### src/rtl/tpf_pkg.sv
// ----------------------------------------------------------------------------
// tpf_pkg
// Shared types and constants of the top three peak finder.
// ----------------------------------------------------------------------------
package tpf_pkg;

   localparam int SAMPLE_BITS = 12;
   localparam int MAX_POINTS  = 256;
   localparam int POS_BITS    = $clog2(MAX_POINTS);
   localparam int NUM_RANKS   = 3;
   localparam int RANK_BITS   = 2;

   localparam logic [RANK_BITS-1:0] RANK_FIRST  = 2'd0;
   localparam logic [RANK_BITS-1:0] RANK_SECOND = 2'd1;
   localparam logic [RANK_BITS-1:0] RANK_THIRD  = 2'd2;

   localparam logic [POS_BITS-1:0] LAST_POS = POS_BITS'(MAX_POINTS - 1);

   typedef struct packed {
      logic                   filled;
      logic [POS_BITS-1:0]    position;
      logic [SAMPLE_BITS-1:0] value;
   } entry_type;

   typedef entry_type [NUM_RANKS-1:0] ranks_type;

endpackage

### src/rtl/tpf_update.sv
// ----------------------------------------------------------------------------
// tpf_update
// Compare and shift of one sample into the three kept maxima.
// ----------------------------------------------------------------------------
module tpf_update (
   input  tpf_pkg::ranks_type                 best,
   input  logic [tpf_pkg::SAMPLE_BITS-1:0]    sample,
   input  logic [tpf_pkg::POS_BITS-1:0]       position,
   output tpf_pkg::ranks_type                 best_next
);

   tpf_pkg::entry_type fresh;
   logic               hit_first;
   logic               hit_second;
   logic               hit_third;

   always_comb begin
      fresh.filled   = 1'b1;
      fresh.position = position;
      fresh.value    = sample;

      hit_first  = !best[0].filled || (sample > best[0].value);
      hit_second = (!best[1].filled || (sample > best[1].value)) &&
                   (sample < best[0].value);
      hit_third  = best[1].filled && (!best[2].filled || (sample > best[2].value)) &&
                   (sample < best[1].value);

      best_next = best;
      if (hit_first) begin
         best_next[2] = best[1];
         best_next[1] = best[0];
         best_next[0] = fresh;
      end else if (hit_second) begin
         best_next[2] = best[1];
         best_next[1] = fresh;
      end else if (hit_third) begin
         best_next[2] = fresh;
      end
   end

endmodule

### src/rtl/tpf_drain.sv
// ----------------------------------------------------------------------------
// tpf_drain
// Holds the three ranks of a finished sweep and hands them out one by one.
// ----------------------------------------------------------------------------
module tpf_drain (
   input  logic                              clock,
   input  logic                              reset,
   input  logic                              load,
   input  tpf_pkg::ranks_type                ranks,
   output logic                              free,
   output logic                              rsp_valid,
   input  logic                              rsp_ready,
   output logic [tpf_pkg::RANK_BITS-1:0]     rsp_rank,
   output logic [tpf_pkg::POS_BITS-1:0]      rsp_position,
   output logic [tpf_pkg::SAMPLE_BITS-1:0]   rsp_peak_value,
   output logic                              rsp_found,
   output logic                              rsp_final_result
);

   tpf_pkg::ranks_type                  hold_ff;
   tpf_pkg::ranks_type                  hold_in;
   logic                                busy_ff;
   logic                                busy_in;
   logic [tpf_pkg::RANK_BITS-1:0]       rank_ff;
   logic [tpf_pkg::RANK_BITS-1:0]       rank_in;
   tpf_pkg::entry_type                  cur;
   logic                                done;

   assign done = busy_ff && rsp_ready && (rank_ff == tpf_pkg::RANK_THIRD);
   assign free = !busy_ff || done;

   always_comb begin
      hold_in = hold_ff;
      busy_in = busy_ff;
      rank_in = rank_ff;
      if (load) begin
         for (int k = 0; k < tpf_pkg::NUM_RANKS; k++) begin
            hold_in[k].filled   = ranks[k].filled;
            hold_in[k].position = ranks[k].filled ? ranks[k].position : '0;
            hold_in[k].value    = ranks[k].filled ? ranks[k].value : '0;
         end
         busy_in = 1'b1;
         rank_in = tpf_pkg::RANK_FIRST;
      end else if (done) begin
         busy_in = 1'b0;
      end else if (busy_ff && rsp_ready) begin
         rank_in = rank_ff + 1'b1;
      end
   end

   always_ff @(posedge clock) begin
      if (reset) begin
         busy_ff <= 1'b0;
         rank_ff <= tpf_pkg::RANK_FIRST;
      end else begin
         busy_ff <= busy_in;
         rank_ff <= rank_in;
      end
      hold_ff <= hold_in;
   end

   always_comb begin
      case (rank_ff)
         tpf_pkg::RANK_FIRST:  cur = hold_ff[0];
         tpf_pkg::RANK_SECOND: cur = hold_ff[1];
         tpf_pkg::RANK_THIRD:  cur = hold_ff[2];
         default:              cur = hold_ff[2];
      endcase
   end

   assign rsp_valid        = busy_ff;
   assign rsp_rank         = rank_ff;
   assign rsp_position     = cur.position;
   assign rsp_peak_value   = cur.value;
   assign rsp_found        = cur.filled;
   assign rsp_final_result = (rank_ff == tpf_pkg::RANK_THIRD);

endmodule

### src/rtl/top_three_peak_finder.sv
// ----------------------------------------------------------------------------
// top_three_peak_finder
// Tracks the three largest distinct codes of a sweep and their positions.
// ----------------------------------------------------------------------------
// Usage:
//   req channel: one sample per item, req_last high on the final sample.
//   rsp channel: after a last sample, three items, ranks 0, 1 and 2, with
//   position, peak value and found; rsp_final_result marks rank 2.
//   Throughput: one sample per cycle while no last sample is held waiting;
//   the input register and the kept ranks update in a single compare-and-shift step per item.
//   Rank 0 is presented once the last sample has left the input register
//   and loaded the drain; ranks 1 and 2 follow as rsp_ready takes each.
//   Samples of the next sweep keep flowing while the ranks drain; a last
//   sample waits in the input register only while the previous three
//   results are still not taken, so a stalled receiver backs up the input.
//   Reset (synchronous, active high) empties all ranks, zeroes the position
//   counter and drops any pending results.
//   Positions count from 0 and stop at the top of the counter.
// ----------------------------------------------------------------------------
module top_three_peak_finder (
   input  logic                              clock,
   input  logic                              reset,
   input  logic                              req_valid,
   output logic                              req_ready,
   input  logic [tpf_pkg::SAMPLE_BITS-1:0]   req_sample,
   input  logic                              req_last,
   output logic                              rsp_valid,
   input  logic                              rsp_ready,
   output logic [tpf_pkg::RANK_BITS-1:0]     rsp_rank,
   output logic [tpf_pkg::POS_BITS-1:0]      rsp_position,
   output logic [tpf_pkg::SAMPLE_BITS-1:0]   rsp_peak_value,
   output logic                              rsp_found,
   output logic                              rsp_final_result
);

   logic                              in_valid_ff;
   logic                              in_valid_in;
   logic [tpf_pkg::SAMPLE_BITS-1:0]   in_sample_ff;
   logic                              in_last_ff;
   tpf_pkg::ranks_type                best_ff;
   tpf_pkg::ranks_type                best_in;
   tpf_pkg::ranks_type                best_next;
   logic [tpf_pkg::POS_BITS-1:0]      index_ff;
   logic [tpf_pkg::POS_BITS-1:0]      index_in;
   logic                              drain_free;
   logic                              fire;
   logic                              take;

   assign fire      = in_valid_ff && (!in_last_ff || drain_free);
   assign req_ready = !in_valid_ff || fire;
   assign take      = req_valid && req_ready;

   tpf_update u_update (
      .best      (best_ff),
      .sample    (in_sample_ff),
      .position  (index_ff),
      .best_next (best_next)
   );

   always_comb begin
      in_valid_in = take ? 1'b1 : (fire ? 1'b0 : in_valid_ff);
      best_in     = best_ff;
      index_in    = index_ff;
      if (fire) begin
         if (in_last_ff) begin
            best_in  = '0;
            index_in = '0;
         end else begin
            best_in = best_next;
            if (index_ff != tpf_pkg::LAST_POS) begin
               index_in = index_ff + 1'b1;
            end
         end
      end
   end

   always_ff @(posedge clock) begin
      if (reset) begin
         in_valid_ff <= 1'b0;
         best_ff     <= '0;
         index_ff    <= '0;
      end else begin
         in_valid_ff <= in_valid_in;
         best_ff     <= best_in;
         index_ff    <= index_in;
      end
      if (take) begin
         in_sample_ff <= req_sample;
         in_last_ff   <= req_last;
      end
   end

   tpf_drain u_drain (
      .clock            (clock),
      .reset            (reset),
      .load             (fire && in_last_ff),
      .ranks            (best_next),
      .free             (drain_free),
      .rsp_valid        (rsp_valid),
      .rsp_ready        (rsp_ready),
      .rsp_rank         (rsp_rank),
      .rsp_position     (rsp_position),
      .rsp_peak_value   (rsp_peak_value),
      .rsp_found        (rsp_found),
      .rsp_final_result (rsp_final_result)
   );

endmodule
### config.mk
export PLATFORM = sky130hd
export DESIGN_NAME = top_three_peak_finder
export DESIGN_NICKNAME = d
export VERILOG_FILES = /design/src/rtl/tpf_pkg.sv /design/src/rtl/tpf_update.sv /design/src/rtl/tpf_drain.sv /design/src/rtl/top_three_peak_finder.sv
export SDC_FILE = /design/constraint.sdc
export NUM_CORES = 1
export LEC_CHECK = 0
export BUFFER_PORTS_ARGS = -buffer_cell sky130_fd_sc_hd__buf_2
export CORE_MARGIN = 3
export CORE_UTILIZATION = 60
export DETAILED_ROUTE_END_ITERATION = 12
export PLACE_DENSITY = 0.79
export SKIP_LAST_GASP = 1
export SYNTH_ARGS = -nofsm -noshare
export SYNTH_HDL_FRONTEND = slang
export SYNTH_SLANG_ARGS = --single-unit
### constraint.sdc
create_clock -name clock -period 5.34 [get_ports clock]
set_clock_uncertainty 0.1 [all_clocks]
set_input_delay 0.534 -clock clock [delete_from_list [all_inputs] [get_ports clock]]
set_output_delay 0.534 -clock clock [all_outputs]
set_load 0.01 [all_outputs]
==> results of run 1 <==
sequential cells by signal, summed over array words and instances, names as in the netlist:
name	count
u_drain.rsp_rank	2
in_valid_ff	1
in_sample_ff	12
index_ff	8
in_last_ff	1
u_drain.hold_ff	63
u_drain.rsp_valid	1
best_ff	63
area by class of cell:
type / count / area [µm²] / area share (%)
sequential: 151 / 3784 / 43.37
multi-input combinational: 484 / 3606 / 41.33
clock buffer: 21 / 440.4 / 5.048
timing repair buffer: 58 / 330.3 / 3.786
inverter: 58 / 217.7 / 2.495
tap: 172 / 215.2 / 2.467
clock inverter: 11 / 131.4 / 1.506
path summary, 6_finish.rpt:
kind	start	endpoint
worst max-delay path	in_sample_ff[1]	u_drain.hold_ff[39]
worst min-delay path	req_sample[2]	in_sample_ff[2]
worst max register to register	in_sample_ff[1]	u_drain.hold_ff[39]
worst min register to register	best_ff[57]	best_ff[57]
per-layer routing:
metal	up-vias	global-route usage [%]
li1	2857	-
met1	3028	40.65
met2	405	45.28
met3	71	6.268
met4	0	13.53
met5	-	0
cell usage in the layout (no fill, tap or decap), types with 20 or more instances in the layout:
cell type and count:
nor2_1 22, a22o_1 20, buf_2 42, dfxtp_1 75
o21ai_1 24, o21ai_2 20, a32oi_1 21, inv_1 58
ha_1 40, o21ai_0 20, nand2_1 60, edfxtp_1 76
o31ai_1 20, mux2i_1 21, nand3_1 48, a22oi_1 23
cell families after synthesis:
| group | Yosys count | share of synthesized area [%] |
|---|---|---|
| AO/OA/AOI/OAI | 224 | 23.00 |
| buffers and inverters | 114 | 6.094 |
| AND/OR/NAND/NOR | 192 | 12.73 |
| adder cells (fa/ha/maj) | 40 | 6.398 |
| other | 1 | 0.04794 |
| XOR/XNOR | 6 | 0.6718 |
| flip-flops | 151 | 48.37 |
| multiplexers | 21 | 2.687 |
through the flow:
stage | cells | hold WS (ps) | power [mW] | utilization (%)
final | 955 | 174.1 | 2.705 | 68.86
after global routing | 955 | 169.2 | 2.773 | 68.86
after CTS | 955 | 166.5 | 2.698 | 68.84
after detailed placement | 923 | 366.2 | 1.535 | 64.32
after global placement | 923 | 354.1 | 1.526 | 64.32
after floorplan | 749 | 341.7 | 1.451 | -
report_power, final:
part | internal (mW) | leakage [nW] | switching, mW | total [mW]
Sequential | 1.25 | 1.30 | 0.0225 | 1.27
Combinational | 0.0762 | 1.77 | 0.175 | 0.251
Clock | 0.726 | 0.275 | 0.460 | 1.19
synthesized netlist by cell type, types with 6 or more instances:
cell type,count
and3b_1,19
nand4_1,11
nor2_1,24
nand3_1,48
inv_1,58
a32o_1,19
nand2b_1,9
a32oi_1,21
xnor2_1,6
o211ai_2,20
dfxtp_1,75
buf_2,12
ha_1,40
o21ai_2,19
a22o_1,20
o31ai_1,20
a22oi_1,23
edfxtp_1,76
nand2_1,60
a21oi_1,12
clkbuf_1,38
o21ai_1,25
o21ai_0,20
mux2i_1,21
==> key figures, run 1 <==
Synth
  • Synth area leader: edfxtp_1
  • Sequential cell area fraction in the yosys report: approximately half
  • Netlist cell types: between 50 and 60
  • Syn_area_per_cell: 10.44 µm²
  • Ys flop type: edfxtp_1
  • Net Count, Synth: ~800
  • Synth area leaders: edfxtp_1 29%, dfxtp_1 19%, ha_1 6.4%
  • Synth warnings: 0
  • #FFs+latches synth: ~150
  • Mapped cell area: between 7000 and 8000 µm²
  • Cells after Synth: between 700 and 800
  • Top cell type's share of synthesized area: 29.17%
  • Post-synth ARST share: 0%
  • Post-synth EDFFs: 76

Placed design
  • DP Area: between 8000 and 9000 µm²
  • DP Worst Slack: roughly 1700 ps
  • GPL Wtd Cong: a little over 0.9
  • Hpwl dp: approximately 13000 µm
  • IO buf count: 42

Global routing
  • GRT Util Overall: between 20 and 30%
  • Initial antenna violation count: 0
  • Vias in the first global route: around 6300
  • GR Overflow Total: 0
  • Largest net degree at the start of global routing: 61
  • First-pass GRT wire length: between 30000 and 40000 µm

Critical path
  • Crit. End Element: register
  • Setup CP Type: reg -> reg
  • Data required, critical path: around 5400 ps
  • Flop-to-flop setup slack: roughly 1600 ps
  • Cell count along the critical path: 8
  • Crit-path max cell delay: ~950 ps
  • Startpoint types: register
  • Worst path cell trace: ha_1 -> nor2b_1 -> o211ai_1 -> a211oi_2 -> nor3_4 -> nor2_1 -> o21ai_2 -> and3b_1
  • Top cell family by delay on the critical path: simple AND/OR/NAND/NOR gates
  • Worst EP arrival: between 3000 and 4000 ps
  • R2R cell count: 8
  • Crit-path max FO: 22
  • Crit path max-delay cell type: o21ai_2
  • Worst path bufs/invs: 0

Drt
  • M1 WL: 8435 µm
  • Average via count per standard cell: 6.661
  • DR top layer: met4
  • Vias: 6361
  • Final wirelength: 20760 µm
  • DR WL/cell: 21.74 µm
  • Number of DRC markers in iteration 0: 763
  • Initial DRT Pass Iterations: 6
  • Met3 WL: about 2200 µm
  • DRC: 0
  • Antenna Nets Post-Route: 0
  • Met2 routed WL: 9349 µm

Timing
  • Final setup vio count: 0
  • Least-Margin Pin Slew: around 1200 ps
  • Slew headroom: about 21%
  • Max Slew Vio Count: 0
  • Setup_tns: 0 ps
  • Final hold violations: 0
  • Post-layout min period: ~3700 ps
  • Fmax: roughly 0.27 GHz
  • Unrepaired setup endpoints after global routing: no
  • Setup ws final: approximately 1600 ps
  • Fin crit share: between 60 and 70%

Power and ir drop
  • Peak VDD IR: around 0.21 mV
  • Leakage: approximately 3.3 nW
  • PD cells: 310.0 nW/µm²

Final layout
  • Final instance area: about 8700 µm²
  • Filler Cells Inserted: between 900 and 1000
  • ANT cells: 0
  • Area grow syn2layout: 11.53%
  • Fraction of layout cells with a size suffix above 1: between 10% and 20%
  • Final net count: around 830

Floorplan
  • Die Area: ~14000 µm²
  • Chip width: 120.2 µm
  • Initial Util: approximately three fifths
  • # IOs: between 40 and 50
  • Die extent in y: approximately 120 µm
  • Core Box Area: between 10000 and 15000 µm²
  • Row count: between 40 and 50

Flow run
  • Max-cap viol count: 0

Clock network
  • Bufs on Longest Clock Path: 2
  • Hold-fix buffers, CTS: 0
  • PostCTS Resize Cnt: 0
  • CTS root buf: clkbuf_16
  • Total clock sinks: about 150
  • Clock-pin slew on the worst setup and hold paths: 60 ps
  • Post-CTS Setup Bufs: 0
  • H-tree levels: 4
  • Clk_lat worst skew: roughly 430 ps
  • Total CTS buffers: 17
  • CTS tree: built

Status
  • Status: complete, no violations

Worst hold path
  • Hold Crit Class: in -> reg
  • Hold Path Stages: 1
No activity file was read; power rests on OpenSTA's default activity.
==> inputs of run 2 (changes only) <==
Settings changed: CORE_UTILIZATION 60 to 55, PLACE_DENSITY 0.79 to 0.76.
Clock period 5.34 ns to 3.4 ns, I/O delays scaled along.
==> run 2 against run 1 <==
The flow now finishes with violations (DRC). Worst hold slack worse by 81 ps. Core utilization fell by 1.9 points. Combinational power increased by 64%. Global-route usage down 3.5 points. Setup slack got worse by 1300 ps. Die area rose by 8.6%. Critical path depth is 1 higher. Cell count increased by 3.1%.
==> key figures, run 2 (synthesized netlist as in run 1, its figures left out) <==
Status
  • Status: finished with violations
  • Failing checks: DRC

Timing
  • Unrepaired setup endpoints after global routing: no
  • Post-layout min period: 3109 ps (-625.8 ps)
  • Final hold violations: 0 (unchanged)
  • Slew headroom: 47.87% (+26 points)
  • Final setup vio count: 0 (unchanged)
  • Fin crit share: 91.43% (+21 points)
  • Max Slew Vio Count: 0 (unchanged)
  • Least-Margin Pin Slew: 780.0 ps (-397.4 ps)
  • Fmax: 0.3217 GHz (+20%)
  • Setup_tns: 0 ps (unchanged)

Drt
  • Vias: 6373 (+0.19%)
  • Initial DRT Pass Iterations: 9 (+3)
  • DR WL/cell: 20.61 µm (-5.2%)
  • Antenna Nets Post-Route: 0 (unchanged)
  • Final wirelength: 20300 µm (-2.2%)
  • Average via count per standard cell: 6.470 (-2.9%)
  • Number of DRC markers in iteration 0: 888 (+16%)
  • DRC: 1 (+1)

Clock network
  • Hold-fix buffers, CTS: 13 (+13)
  • Clk_lat worst skew: 430 ps (about the same)
  • Total CTS buffers: 17 (unchanged)
  • CTS root buf: clkbuf_16
  • Clock-pin slew on the worst setup and hold paths: 60 ps (about the same)
  • Total clock sinks: 151 (unchanged)
  • Bufs on Longest Clock Path: 2 (unchanged)
  • PostCTS Resize Cnt: 0 (unchanged)
  • H-tree levels: 4 (unchanged)
  • CTS tree: built
  • Post-CTS Setup Bufs: 0 (unchanged)

Final layout
  • Most frequent cells in the layout: 76 x edfxtp_1, 75 x dfxtp_1, 60 x nand2_1
  • Biggest registers after layout: best_ff x63, u_drain.hold_ff x63, in_sample_ff x12
  • Final core occ: 66.96% (-1.9 points)
  • Multi-input logic area: 3600 µm² (-0.17%)
  • Area grow syn2layout: 16.06%
  • Final net count: 853 (+3.1%)
  • ANT cells: 0 (unchanged)
  • Fraction of layout cells with a size suffix above 1: 19.28% (+1.7 points)
  • Commonest non-fill, non-tap cell in the layout: edfxtp_1
  • Filler Cells Inserted: 1012 (+5.4%)
  • FF/Latch Area: 3784 µm² (unchanged)

Critical path
  • R2r startpoint: in_sample_ff[9]
  • Worst path cell trace: ha_1 -> a21oi_1 -> nor2b_1 -> o21ai_1 -> nand3b_1 -> o311ai_4 -> buf_4 -> mux2i_1 -> o31ai_1
  • Crit. End Element: register
  • Flop-to-flop setup slack: 290 ps (-1310 ps)
  • Crit path max-delay cell type: o311ai_4
  • Crit-path max cell delay: 690 ps (-260 ps)
  • Data required, critical path: 3480 ps (-1940 ps)
  • R2R cell count: 9 (+1)
  • Worst Setup SP: in_sample_ff[9]
  • Setup CP Type: reg -> reg
  • R2r endpoint: u_drain.hold_ff[57]
  • Crit-path max FO: 11 (-50%)
  • Startpoint types: register
  • Worst EP arrival: 3190 ps (-630 ps)

Global routing
  • First-pass GRT wire length: 32570 µm (-0.97%)
  • Met2 Use GR: 39.58% (-5.7 points)
  • Vias in the first global route: 6303 (+0.61%)
  • Initial antenna violation count: 0 (unchanged)
  • Met3 usage: 7.036% (+0.77 points)
  • Largest net degree at the start of global routing: 64 (+4.9%)
  • GRT Util Overall: 26.13% (-3.5 points)
  • GR Overflow Total: 0 (unchanged)
  • Gr busiest metal: met2
  • M1 GR Usage: 35.38% (-5.3 points)

Placed design
  • Hpwl dp: 13440 µm (+5.2%)
  • GPL Wtd Cong: 0.9670 (+6.6%)
  • IO buf count: 42 (unchanged)

Flow run
  • Max-cap viol count: 0 (unchanged)

Floorplan
  • Core Box Area: 13560 µm² (+7.0%)
  • Chip width: 125.3 µm (+4.2%)
  • # IOs: 43 (unchanged)
  • Die extent in y: 125.3 µm (+4.2%)
  • Row count: 42 (+2.4%)
  • Initial Util: 57.70% (-4.0 points)
  • Die Area: 15690 µm² (+8.6%)

Worst hold path
  • Hold Startpoint: req_valid
  • Hold Crit Endpoint: in_valid_ff
  • Hold Crit Class: in -> reg
  • Hold Path Stages: 3 (+2)

Power and ir drop
  • Peak VDD IR: 0.3716 mV (+77%)
  • PD cells: 494.2 nW/µm² (+59%)
  • Leakage: 3.509 nW (+5.0%)
## run 2: cell type report
| class | count | share of cell area [%] |
|---|---|---|
| clock inverter | 14 | 2.426 |
| tap | 176 | 2.426 |
| clock buffer | 18 | 4.727 |
| inverter | 58 | 2.398 |
| sequential | 151 | 41.68 |
| multi-input combinational | 484 | 39.65 |
| timing repair buffer | 84 | 6.698 |
## run 2: through the flow
stage	setup slack (ps)	cell area [µm²]	instances	hold slack, ps	power (mW)
4_1_cts	328.9	9079	985	84.56	4.488
5_1_grt	103.0	9079	985	97.15	4.611
3_3_place_gp	458.9	8299	940	354.0	2.406
6_report	291.5	9079	985	92.76	4.487
3_5_place_dp	335.0	8299	940	372.9	2.422
2_1_floorplan	656.2	7824	749	338.9	2.278
## run 2: critical path: cells and delay by family, from the launching register on
kind | cells | cell delay, ps
compound gates | 4 | 1060
fa+ha+maj | 1 | 360
buf+inv | 1 | 360
flops | 1 | 490
mux | 1 | 300
simple gates | 2 | 190
## run 2: metal layers
layer / part of all wire, % / up-vias / routed length (µm)
li1: - / 2911 / -
met2: 45 / 355 / 9086
met4: 2.5 / 0 / 506
met1: 43 / 3059 / 8706
met5: 0 / - / 0
met3: 9.9 / 48 / 2004
## run 2: power by group
group	leakage [nW]	switching, mW	internal (mW)
Clock	0.309	0.772	1.31
Combinational	1.90	0.266	0.146
Sequential	1.30	0.0387	1.96
## run 2: worst max-delay path by stage
stage                     endpoint  slack, ps  cells after the start
6_report       u_drain.hold_ff[57]        290                      9
4_1_cts        u_drain.hold_ff[43]        330                      9
5_1_grt        u_drain.hold_ff[59]        100                      9
2_1_floorplan          index_ff[6]        660                      8
3_5_place_dp   u_drain.hold_ff[43]        330                      9
3_3_place_gp   u_drain.hold_ff[56]        460                      9
==> inputs of run 3 (changes only) <==
Settings changed: CORE_UTILIZATION 55 to 57, CTS_BUF_LIST set to sky130_fd_sc_hd__clkbuf_4 sky130_fd_sc_hd__clkbuf_8, PLACE_DENSITY 0.76 to 0.78.
==> run 3 against run 2 <==
The run now ends clean. Largest cell class unchanged. Global-route usage rose by 2.5 points. Sequential share of layout area rose by 1.2 points. Routed wire length decreased by 0.23%. Via count increased by 0.47%.
==> key figures, run 3 (synthesized netlist as in run 1, its figures left out) <==
Drt
  • DR WL/cell: 20.65 µm (+0.18%)
  • Number of DRC markers in iteration 0: 860 (-3.2%)
  • Vias: 6403 (+0.47%)
  • Final wirelength: 20260 µm (-0.23%)
  • Antenna Nets Post-Route: 0 (unchanged)
  • Initial DRT Pass Iterations: 7 (-2)
  • Average via count per standard cell: 6.527 (+0.88%)
  • DRC: 0 (-1)

Critical path
  • Flop-to-flop setup slack: 280 ps (about the same)
  • Crit-path max cell delay: 580 ps (-110 ps)
  • Crit-path max FO: 14 (+3)
  • R2r startpoint: in_sample_ff[10]
  • Worst setup endpoint: u_drain.hold_ff[48]
  • R2r endpoint: u_drain.hold_ff[48]
  • Crit path max-delay cell type: o31ai_1
  • Worst path cell trace: ha_1 -> a21o_1 -> nand2_1 -> nand4b_1 -> nor3_4 -> buf_4 -> o211ai_4 -> o31ai_1
  • Data required, critical path: 3490 ps (about the same)
  • R2R cell count: 8 (-1)
  • Worst EP arrival: 3220 ps (+30 ps)
  • Crit. End Element: register
  • Startpoint types: register
  • Worst Setup SP: in_sample_ff[10]
  • Setup CP Type: reg -> reg

Global routing
  • GR Overflow Total: 0 (unchanged)
  • Largest net degree at the start of global routing: 64 (unchanged)
  • Initial antenna violation count: 0 (unchanged)
  • Vias in the first global route: 6342 (+0.62%)
  • GRT Util Overall: 28.59% (+2.5 points)
  • First-pass GRT wire length: 33200 µm (+1.9%)

Clock network
  • Post-CTS Setup Bufs: 0 (unchanged)
  • Total CTS buffers: 17 (unchanged)
  • Clk_lat worst skew: 470 ps (+40 ps)
  • H-tree levels: 4 (unchanged)
  • CTS root buf: clkbuf_8
  • CTS tree: built
  • Total clock sinks: 151 (unchanged)
  • Clock-pin slew on the worst setup and hold paths: 80 ps (+20 ps)
  • Bufs on Longest Clock Path: 2 (unchanged)

Floorplan
  • Initial Util: 58.61% (+0.91 points)
  • Row count: 42 (unchanged)
  • # IOs: 43 (unchanged)
  • Die extent in y: 123.2 µm (-1.7%)
  • Chip width: 123.2 µm (-1.7%)
  • Core Box Area: 13350 µm² (-1.6%)
  • Die Area: 15170 µm² (-3.3%)

Timing
  • Post-layout min period: 3123 ps (+14.95 ps)
  • Final hold violations: 0 (unchanged)
  • Max Slew Vio Count: 0 (unchanged)
  • Fin crit share: 91.87% (+0.44 points)
  • Slew headroom: 50.67% (+2.8 points)
  • Setup_tns: 0 ps (unchanged)
  • Fmax: 0.3202 GHz (-0.48%)
  • Unrepaired setup endpoints after global routing: no
  • Least-Margin Pin Slew: 740.0 ps (-40.04 ps)
  • Final setup vio count: 0 (unchanged)

Final layout
  • Commonest non-fill, non-tap cell in the layout: edfxtp_1
  • ANT cells: 0 (unchanged)
  • Most frequent cells in the layout: 76 x edfxtp_1, 75 x dfxtp_1, 60 x nand2_1
  • Area grow syn2layout: 12.91%
  • Filler Cells Inserted: 1039 (+2.7%)
  • Biggest registers after layout: best_ff x63, u_drain.hold_ff x63, in_sample_ff x12
  • Fraction of layout cells with a size suffix above 1: 18.88% (-0.40 points)
  • Final net count: 849 (-0.47%)

Placed design
  • GPL Wtd Cong: 0.9738 (+0.70%)
  • Hpwl dp: 13350 µm (-0.66%)
  • IO buf count: 42 (unchanged)

Power and ir drop
  • Leakage: 3.404 nW (-3.0%)
  • Total chip power: 3.937 mW (-12%)
  • PD cells: 445.7 nW/µm² (-9.8%)
  • Peak VDD IR: 0.2839 mV (-24%)

Flow run
  • Max-cap viol count: 0 (unchanged)

Worst hold path
  • Hold Path Stages: 3 (unchanged)
  • Hold Crit Class: in -> reg

Status
  • Status: complete, no violations
==> run 3: changes by cell type in the layout (fill, tap and decap cells not counted), sizes merged <==
cell      delta
inv          -4
clkinvlp     -3
buf          -4
clkbuf       +5
bufinv       -1
clkinv       +3
==> run 3: how the worst min path moves through the flow <==
stage	startpoint	to	slack, ps
CTS	req_valid	in_valid_ff	8
global route	req_valid	in_valid_ff	20
global placement	best_ff[57]	best_ff[57]	350
detailed placement	best_ff[56]	best_ff[56]	370
finish	req_valid	in_valid_ff	30
floorplan	req_last	in_last_ff	340
==> run 3: per-layer routing <==
metal,track usage [%],vias up,wire length [µm]
li1,-,2896,-
met1,39.31,3075,8328
met2,43.93,379,9287
met3,6.816,53,2096
met4,11.14,0,545
met5,0,-,0
==> run 3: repair_timing <==
item | in CTS | in global routing
hold endpoints to repair | 13 | 0
gates resized for setup | 0 | 0
hold buffers | 13 | 0
setup endpoints to repair | 0 | 0
==> run 3: critical path, delay by kind of cell, from the launching register on <==
kind | cells | cell delay [ps]
flops | 1 | 520
fa+ha+maj | 1 | 380
buf+inv | 1 | 310
compound gates | 3 | 930
simple gates | 3 | 600
==> run 3: stage by stage <==
step                cell area (µm²)  worst slack (ps)  hold slack, ps  instances  utilization (%)
floorplan                      7824             656.2           338.9        749                -
global placement               8257             401.6           354.1        936            61.86
detailed placement             8257             326.8           369.9        936            61.86
CTS                            8832             313.6           8.172        981            66.17
global route                   8832             107.5           24.94        981            66.17
finish                         8832             276.5           31.88        981            66.17
==> run 3: report_power, final <==
group / switching, mW / total (mW) / internal (mW)
Combinational: 0.269 / 0.411 / 0.142
Sequential: 0.0371 / 1.99 / 1.95
Clock: 0.658 / 1.54 / 0.878
Total: 0.965 / 3.94 / 2.97
==> run 3: layout make-up <==
| cell class | instances | area [µm²] | share of cell area (%) |
|---|---|---|---|
| sequential | 151 | 3784 | 42.84 |
| timing repair buffer | 80 | 565.5 | 6.403 |
| tap | 176 | 220.2 | 2.493 |
| multi-input combinational | 484 | 3600 | 40.76 |
| clock inverter | 9 | 147.6 | 1.672 |
| inverter | 58 | 217.7 | 2.465 |
| clock buffer | 23 | 297.8 | 3.372 |
